### src/hdl/ldnw_pkg.sv
// Package for the LCD decimal number writer.
// Holds payload structs, the internal job descriptor and display constants.
// No dependencies.
package ldnw_pkg;

  localparam int unsigned DIGITS    = 4;
  localparam int unsigned BIN_W     = 14;
  localparam int unsigned BCD_W     = 16;

  localparam logic [BIN_W-1:0] SAT_MAX   = 14'd9999;
  localparam logic [7:0]       ROW1_BASE = 8'h80;
  localparam logic [7:0]       ROW2_BASE = 8'hC0;
  localparam logic [7:0]       CH_SPACE  = 8'h20;
  localparam logic [3:0]       CH_DIGIT_HI = 4'h3;

  localparam logic [1:0] ROW_ONE = 2'd1;
  localparam logic [1:0] ROW_TWO = 2'd2;

  // Input transaction: one number to show.
  typedef struct packed {
    logic [15:0] value;
    logic [1:0]  row;
    logic [5:0]  column;
  } num_t;

  // Output transaction: one nibble for the display bus.
  typedef struct packed {
    logic       reg_select;
    logic [3:0] nibble;
    logic       last;
  } lcd_t;

  // Work descriptor handed from the converter to the nibble sequencer.
  typedef struct packed {
    logic [DIGITS-1:0][7:0] chars;   // chars[0] is the leftmost position
    logic                   addr_ok;
    logic [7:0]             addr;    // cursor address of the leftmost position
  } job_t;

endpackage

### src/hdl/ldnw_front.sv
// Front end: accepts numbers, saturates and converts them to BCD,
// then builds the character/address job. Depends on ldnw_pkg.
module ldnw_front (
  input  logic          clk,
  input  logic          rst,
  input  logic          num_valid,
  output logic          num_ready,
  input  ldnw_pkg::num_t num,
  output logic          job_valid,
  input  logic          job_ready,
  output ldnw_pkg::job_t job
);
  import ldnw_pkg::*;

  typedef enum logic [2:0] {
    F_IDLE = 3'b001,
    F_CONV = 3'b010,
    F_PUSH = 3'b100
  } fstate_t;

  localparam logic [2:0] CONV_LAST = 3'd6;  // last conversion step, 2 bits per cycle

  fstate_t          state;
  logic [2:0]       cnt;
  logic [BIN_W-1:0] bin;
  logic [BCD_W-1:0] bcd;
  logic [1:0]       row;
  logic [5:0]       column;

  logic             accept;
  logic [BCD_W-1:0] bcd_one;
  logic [BCD_W-1:0] bcd_two;
  logic [3:0]       dig [DIGITS];
  logic [DIGITS-1:0] blank;
  logic [7:0]       base;

  // One shift-and-add-3 step.
  function automatic logic [BCD_W-1:0] dd_step(input logic [BCD_W-1:0] b,
                                                input logic bit_in);
    logic [BCD_W-1:0] adj;
    adj = b;
    for (int i = 0; i < DIGITS; i++) begin
      if (adj[i*4 +: 4] >= 4'd5) begin
        adj[i*4 +: 4] = adj[i*4 +: 4] + 4'd3;
      end
    end
    return {adj[BCD_W-2:0], bit_in};
  endfunction

  assign num_ready = (state == F_IDLE) || ((state == F_PUSH) && job_ready);
  assign accept    = num_valid && num_ready;
  assign bcd_one   = dd_step(bcd, bin[BIN_W-1]);
  assign bcd_two   = dd_step(bcd_one, bin[BIN_W-2]);

  always_ff @(posedge clk) begin
    if (rst) begin
      state <= F_IDLE;
      cnt   <= '0;
    end else begin
      unique case (state)
        F_IDLE: begin
          if (accept) begin
            state <= F_CONV;
            cnt   <= '0;
          end
        end
        F_CONV: begin
          cnt <= cnt + 3'd1;
          if (cnt == CONV_LAST) begin
            state <= F_PUSH;
          end
        end
        F_PUSH: begin
          if (accept) begin
            state <= F_CONV;
            cnt   <= '0;
          end else if (job_ready) begin
            state <= F_IDLE;
          end
        end
        default: state <= F_IDLE;
      endcase
    end
  end

  // Datapath: load on accept, shift two bits per conversion cycle.
  always_ff @(posedge clk) begin
    if (accept) begin
      bin    <= (num.value > {2'b00, SAT_MAX}) ? SAT_MAX : num.value[BIN_W-1:0];
      bcd    <= '0;
      row    <= num.row;
      column <= num.column;
    end else if (state == F_CONV) begin
      bin <= {bin[BIN_W-3:0], 2'b00};
      bcd <= bcd_two;
    end
  end

  assign base = (row == ROW_ONE) ? ROW1_BASE : ROW2_BASE;

  // Leading-zero blanking; the units digit always prints.
  always_comb begin
    for (int p = 0; p < DIGITS; p++) begin
      dig[p] = bcd[(DIGITS-1-p)*4 +: 4];
    end
    blank[0] = (dig[0] == 4'd0);
    blank[1] = blank[0] && (dig[1] == 4'd0);
    blank[2] = blank[1] && (dig[2] == 4'd0);
    blank[3] = 1'b0;
    for (int p = 0; p < DIGITS; p++) begin
      job.chars[p] = blank[p] ? CH_SPACE : {CH_DIGIT_HI, dig[p]};
    end
    job.addr_ok = (row == ROW_ONE) || (row == ROW_TWO);
    job.addr    = base + {2'b00, column} - 8'd1;
  end

  assign job_valid = (state == F_PUSH);

endmodule

### src/hdl/ldnw_queue.sv
// Two-entry job queue between converter and nibble sequencer.
// Depends on ldnw_pkg.
module ldnw_queue (
  input  logic           clk,
  input  logic           rst,
  input  logic           wr_valid,
  output logic           wr_ready,
  input  ldnw_pkg::job_t wr_job,
  output logic           rd_valid,
  input  logic           rd_ready,
  output ldnw_pkg::job_t rd_job
);
  import ldnw_pkg::*;

  job_t       entries [2];
  logic       wr_ptr;
  logic       rd_ptr;
  logic [1:0] count;
  logic       push;
  logic       pop;

  assign wr_ready = (count != 2'd2);
  assign rd_valid = (count != 2'd0);
  assign push     = wr_valid && wr_ready;
  assign pop      = rd_valid && rd_ready;
  assign rd_job   = entries[rd_ptr];

  always_ff @(posedge clk) begin
    if (rst) begin
      wr_ptr <= 1'b0;
      rd_ptr <= 1'b0;
      count  <= '0;
    end else begin
      if (push) wr_ptr <= ~wr_ptr;
      if (pop)  rd_ptr <= ~rd_ptr;
      count <= count + {1'b0, push} - {1'b0, pop};
    end
  end

  always_ff @(posedge clk) begin
    if (push) begin
      entries[wr_ptr] <= wr_job;
    end
  end

endmodule

### src/hdl/ldnw_back.sv
// Back end: walks one job and emits its nibbles, one per cycle while lcd_ready
// is high, through a registered output stage. Depends on ldnw_pkg.
module ldnw_back (
  input  logic           clk,
  input  logic           rst,
  input  logic           job_valid,
  output logic           job_ready,
  input  ldnw_pkg::job_t job_in,
  output logic           lcd_valid,
  input  logic           lcd_ready,
  output ldnw_pkg::lcd_t lcd
);
  import ldnw_pkg::*;

  localparam logic [1:0] SUB_ADDR_HI = 2'd0;
  localparam logic [1:0] SUB_ADDR_LO = 2'd1;
  localparam logic [1:0] SUB_CHAR_HI = 2'd2;
  localparam logic [1:0] SUB_CHAR_LO = 2'd3;
  localparam logic [1:0] POS_LAST    = 2'd3;

  job_t       job;
  logic       active;
  logic [1:0] pos;
  logic [1:0] sub;
  logic       load;
  logic       is_last;
  logic [7:0] addr_cur;
  logic [7:0] ch;
  lcd_t       nib_next;

  assign load      = active && (!lcd_valid || lcd_ready);
  assign is_last   = (pos == POS_LAST) && (sub == SUB_CHAR_LO);
  assign job_ready = !active || (load && is_last);
  assign addr_cur  = job.addr + {6'b000000, pos};
  assign ch        = job.chars[pos];

  always_comb begin
    nib_next.reg_select = sub[1];
    nib_next.last       = is_last;
    unique case (sub)
      SUB_ADDR_HI: nib_next.nibble = addr_cur[7:4];
      SUB_ADDR_LO: nib_next.nibble = addr_cur[3:0];
      SUB_CHAR_HI: nib_next.nibble = ch[7:4];
      SUB_CHAR_LO: nib_next.nibble = ch[3:0];
      default:     nib_next.nibble = ch[3:0];
    endcase
  end

  always_ff @(posedge clk) begin
    if (rst) begin
      active    <= 1'b0;
      lcd_valid <= 1'b0;
      pos       <= '0;
      sub       <= '0;
    end else begin
      if (load) begin
        lcd_valid <= 1'b1;
      end else if (lcd_ready) begin
        lcd_valid <= 1'b0;
      end
      if (job_valid && job_ready) begin
        active <= 1'b1;
        pos    <= '0;
        sub    <= job_in.addr_ok ? SUB_ADDR_HI : SUB_CHAR_HI;
      end else if (load) begin
        if (is_last) begin
          active <= 1'b0;
        end else if (sub == SUB_CHAR_LO) begin
          pos <= pos + 2'd1;
          sub <= job.addr_ok ? SUB_ADDR_HI : SUB_CHAR_HI;
        end else begin
          sub <= sub + 2'd1;
        end
      end
    end
  end

  always_ff @(posedge clk) begin
    if (job_valid && job_ready) begin
      job <= job_in;
    end
    if (load) begin
      lcd <= nib_next;
    end
  end

endmodule

### src/hdl/lcd_decimal_number_writer_unit.sv
// Top level of the LCD decimal number writer.
// Instantiates ldnw_front, ldnw_queue and ldnw_back; uses ldnw_pkg.
//
//   channel | handshake            | payload          | moves
//   --------+----------------------+------------------+-----------------------------
//   number  | num_valid/num_ready  | num (num_t)      | value, row, column
//   display | lcd_valid/lcd_ready  | lcd (lcd_t)      | reg_select, nibble, last
//
// Each number produces 16 nibble transactions (row 1 or 2) or 8 (other rows),
// one per cycle while lcd_ready is high; the output sequencer sets the
// sustained rate. The front runs two binary-to-BCD steps per cycle, then
// hands the job off from its push state, and overlaps the back end
// through a two-entry job queue. Reset (synchronous, rst high) empties the
// queue and drops any transaction in flight. A stall on lcd_ready holds the
// output register and backs up into the queue and then num_ready.
module lcd_decimal_number_writer_unit (
  input  logic           clk,
  input  logic           rst,
  input  logic           num_valid,
  output logic           num_ready,
  input  ldnw_pkg::num_t num,
  output logic           lcd_valid,
  input  logic           lcd_ready,
  output ldnw_pkg::lcd_t lcd
);
  import ldnw_pkg::*;

  // Converter to queue.
  logic job_valid;
  logic job_ready;
  job_t job;

  // Queue to sequencer.
  logic q_valid;
  logic q_ready;
  job_t q_job;

  // Saturate, convert to BCD, blank leading zeros, form the cursor address.
  ldnw_front u_front (
    .clk       (clk),
    .rst       (rst),
    .num_valid (num_valid),
    .num_ready (num_ready),
    .num       (num),
    .job_valid (job_valid),
    .job_ready (job_ready),
    .job       (job)
  );

  // Decouple the converter from the nibble stream.
  ldnw_queue u_queue (
    .clk      (clk),
    .rst      (rst),
    .wr_valid (job_valid),
    .wr_ready (job_ready),
    .wr_job   (job),
    .rd_valid (q_valid),
    .rd_ready (q_ready),
    .rd_job   (q_job)
  );

  // Emit address (rows 1 and 2 only) and character nibbles, high then low, per position.
  ldnw_back u_back (
    .clk       (clk),
    .rst       (rst),
    .job_valid (q_valid),
    .job_ready (q_ready),
    .job_in    (q_job),
    .lcd_valid (lcd_valid),
    .lcd_ready (lcd_ready),
    .lcd       (lcd)
  );

endmodule
### config.mk
export PLATFORM = sky130hd
export DESIGN_NAME = lcd_decimal_number_writer_unit
export DESIGN_NICKNAME = d
export VERILOG_FILES = /design/src/hdl/ldnw_pkg.sv /design/src/hdl/ldnw_front.sv /design/src/hdl/ldnw_queue.sv /design/src/hdl/ldnw_back.sv /design/src/hdl/lcd_decimal_number_writer_unit.sv
export SDC_FILE = /design/constraint.sdc
export NUM_CORES = 1
export LEC_CHECK = 0
export ABC_AREA = 0
export BUFFER_PORTS_ARGS = -buffer_cell sky130_fd_sc_hd__buf_2
export CAP_MARGIN = 20
export CORE_ASPECT_RATIO = 1.5
export CORE_UTILIZATION = 30
export CTS_BUF_LIST = sky130_fd_sc_hd__clkbuf_4 sky130_fd_sc_hd__clkbuf_8
export CTS_CLUSTER_SIZE = 24
export DETAILED_ROUTE_END_ITERATION = 10
export PLACE_DENSITY_LB_ADDON = 0.2
export SYNTH_ARGS = -nofsm -noshare
export SYNTH_HDL_FRONTEND = slang
export SYNTH_SLANG_ARGS = --single-unit
### constraint.sdc
create_clock -name clk -period 3.04 [get_ports clk]
set_input_delay 0.456 -clock clk [delete_from_list [all_inputs] [get_ports clk]]
set_output_delay 0.456 -clock clk [all_outputs]
set_load 0.05 [all_outputs]
==> flow_metrics.env <==
export IMPL_status="finished clean"
export IMPL_fin_setup_tns_ns=0
export IMPL_slew_violations=0
export IMPL_netlist_area_um2=6700
export IMPL_async_flop_share=0
export IMPL_rsz0062_at_grt="false"
export IMPL_numCtsBuffers=17
export IMPL_start_kind="flop"
export IMPL_fin_crit_ns=2.39
export IMPL_worst_pin_slew_ns=0.727
export IMPL_crit_required_ns=3.37
export IMPL_clock_sinks=145
export IMPL_n_antenna_cell=0
export IMPL_end_kind="flop"
export IMPL_synth_edff_count=112
export IMPL_routabilityCongestion=0.769
export IMPL_overflow=0
export IMPL_dr_pass1_iters=4
export IMPL_setup_viol=0
export IMPL_track_usage=0.121
export IMPL_hold_path_endpoint="u_front.row[0]"
export IMPL_reg2reg_slack_ns=0.65
export IMPL_r2r_start="u_front.bcd[8]"
export IMPL_area_delta_synth_final_pct=12.0
export IMPL_critPathMaxStageDelay_ns=0.43
export IMPL_relSlewSlack=0.515
export IMPL_p_total_w=0.00486
export IMPL_clkPwrFrac=0.258
export IMPL_fill_cells=2220
export IMPL_finClkSkew_ns=0.0113
export IMPL_worstPathCellList="inv_1 -> ha_1 -> nand2b_1 -> nor3b_1 -> a21oi_1 -> ha_1 -> nor2b_1 -> o31ai_2 -> mux2i_1 -> a22o_1"
export IMPL_cts_resized=0
export IMPL_seqPwrFrac=0.537
export IMPL_final_nets=625
export IMPL_synthCells=533
export IMPL_ios=36
export IMPL_synth_most_common_cell="edfxtp_1"
export IMPL_postCtsSetupBuffers=0
export IMPL_path_max_fanout=6
export IMPL_path_common_cell="ha_1"
export IMPL_crit_type="reg2reg"
export IMPL_antenna_found_initial=0
export IMPL_hold_depth=1
export IMPL_portBuffers=35
export IMPL_clk_path_buf_depth=2
export IMPL_p_int_w=0.00343
export IMPL_p_sw_frac=0.293
export IMPL_met2_usage=0.221
export IMPL_slowest_stage="dfxtp_1"
export IMPL_hold_start="num[6]"
export IMPL_r2r_end="u_front.bcd[14]"
export IMPL_synth_area_leader_cell="edfxtp_1"
export IMPL_clkLatencyLatePin_ns=0.43
export IMPL_grt_pass1_vias=4286
export IMPL_avgSynthCellArea_um2=12.6
export IMPL_dr_total_vias=4039
export IMPL_die_w_um=124
export IMPL_use_met3=0.0262
export IMPL_yosys_warnings=0
export IMPL_wl_per_cell_um=14.6
export IMPL_ys_top_cells_by_area="edfxtp_1 50%, dfxtp_1 9.9%, mux2_2 5.0%, ha_1 4.7%, a21oi_1 2.3%"
export IMPL_die_area_um2=22900
export IMPL_max_vdd_ir_drop_mv=0.253
export IMPL_busiest_layer="met2"
export IMPL_dp_hpwl_mm=8.95
export IMPL_grt_pass1_wl_mm=21.0
export IMPL_hold_viol_final=0
export IMPL_rows=66
export IMPL_synth_nets=587
export IMPL_start_util=0.307
export IMPL_grt_max_degree=39
export IMPL_rr_worst_depth=10
export IMPL_drtAntennaViolNets=0
export IMPL_synth_top_area_frac=0.502
export IMPL_synth_ff_type="edfxtp_1"
export IMPL_fin_crit_sh=0.786
export IMPL_synth_seq_cells=145
export IMPL_drt_iter0_markers=214
export IMPL_met1_usage=0.125
export IMPL_drt_vias_per_instance=4.72
export IMPL_finalWirelength_mm=12.5
export IMPL_synth_common_cells="112 x edfxtp_1, 38 x nor2_1, 33 x dfxtp_1"
export IMPL_ys_seq_area_frac=0.601
export IMPL_drv_cap=0
export IMPL_hold_class="in2reg"
export IMPL_drive_gt1_frac=0.206
export IMPL_crit_arrival_ns=2.72
export IMPL_cts_hold_buf=0
export IMPL_coreArea_um2=21800
export IMPL_clockRootBuffer="clkbuf_8"
export IMPL_p_leak_nw=2.69
export IMPL_cts_tree="yes"
export IMPL_comb_power_share=0.205
export IMPL_switching_power_w=0.00142
export IMPL_drc=0
export IMPL_ys_types=61
export IMPL_cts_clk_slew_worst_paths_ns=0.08
export IMPL_max_freq_ghz=0.418
export IMPL_p_per_area_nw_per_um2=648
export IMPL_htree_num_levels=4
export IMPL_die_y_um=185
-- flip-flops by register name, indices dropped and copies added (netlist names), named ones only --
signal	count
u_back.active	1
u_back.job	28
u_back.lcd	6
u_back.lcd_valid	1
u_back.pos	2
u_back.sub	2
u_front.bcd	16
u_front.bin	14
u_front.cnt	3
u_front.column	6
u_front.row	2
u_front.state	3
u_queue.count	2
u_queue.entries	56
u_queue.rd_ptr	1
u_queue.wr_ptr	1
-- worst max-delay path by stage --
stage / start / to / cells after the start
finish: u_front.bcd[8] / u_front.bcd[14] / 10
floorplan: u_back.sub[1] / u_queue.count[1] / 12
detailed placement: u_front.bcd[8] / u_front.bcd[14] / 10
global placement: u_front.bcd[8] / u_front.bcd[14] / 10
global route: u_front.bcd[8] / u_front.bcd[14] / 10
CTS: u_front.bcd[8] / u_front.bcd[14] / 10
-- layout make-up --
cell class / instances / area, µm² / share of cell area
Sequential cell: 145 / 4020 / 0.537
Multi-Input combinational cell: 332 / 2460 / 0.328
Tap cell: 272 / 340 / 0.0454
Clock inverter: 9 / 43.8 / 0.00584
Clock buffer: 22 / 272 / 0.0362
Inverter: 31 / 116 / 0.0155
Timing Repair Buffer: 44 / 243 / 0.0324
-- layer usage --
| layer | routed length [µm] | part of all wire | vias to the layer above |
|---|---|---|---|
| met5 | 0 | 0 | - |
| met4 | 338 | 0.027 | 0 |
| met3 | 334 | 0.027 | 19 |
| met2 | 6790 | 0.54 | 55 |
| met1 | 5030 | 0.40 | 1945 |
| li1 | - | - | 2020 |
-- critical path, delay by kind of cell (launching register included) --
| family | cells | cell delay [ns] |
|---|---|---|
| AOI/OAI and AO/OA | 3 | 0.64 |
| adders and majority gates | 2 | 0.49 |
| and+or+nand+nor | 3 | 0.49 |
| DFF | 1 | 0.43 |
| muxes | 1 | 0.13 |
| buffers and inverters | 1 | 0.12 |
-- stage by stage --
| stage | instance area (µm²) | utilization | setup WS [ns] | hold WS [ns] | std cells |
|---|---|---|---|---|---|
| floorplan | 6700 | - | 0.556 | 0.418 | 533 |
| global placement | 7180 | 0.330 | 0.764 | 0.432 | 824 |
| detailed placement | 7180 | 0.330 | 0.633 | 0.427 | 824 |
| CTS | 7500 | 0.344 | 0.638 | 0.149 | 855 |
| global route | 7500 | 0.344 | 0.412 | 0.152 | 855 |
| finish | 7500 | 0.344 | 0.650 | 0.200 | 855 |
-- cells in the final DEF (no fill, tap or decap), types with 14 or more instances in the layout --
master and instances:
edfxtp_1 112, nor2_1 38, buf_2 35, dfxtp_1 33
nand2_1 31, a21oi_1 31, inv_1 30, mux2_2 30
ha_1 25, clkbuf_8 17, xnor2_1 14
-- power groups by stage --
stage	logic, W	registers (W)	clock network, W
finish	0.000994	0.00261	0.00125
global route	0.00111	0.00264	0.00138
CTS	0.00102	0.00262	0.00131
detailed placement	0.00101	0.00266	0
global placement	0.000989	0.00266	0
floorplan	0.000659	0.00270	0
-- kinds of logic (layout without fill, tap and decap cells) --
family | after synthesis | count (layout) | synth area share
buffers and inverters | 56 | 106 | 0.0344
adder cells (fa/ha/maj) | 26 | 26 | 0.0497
AO/OA/AOI/OAI | 97 | 97 | 0.0979
AND/OR/NAND/NOR | 144 | 144 | 0.112
multiplexers | 40 | 40 | 0.0729
XOR/XNOR | 25 | 25 | 0.0327
flip-flops | 145 | 145 | 0.601
Note: power is estimated with default switching activity, not from simulation.
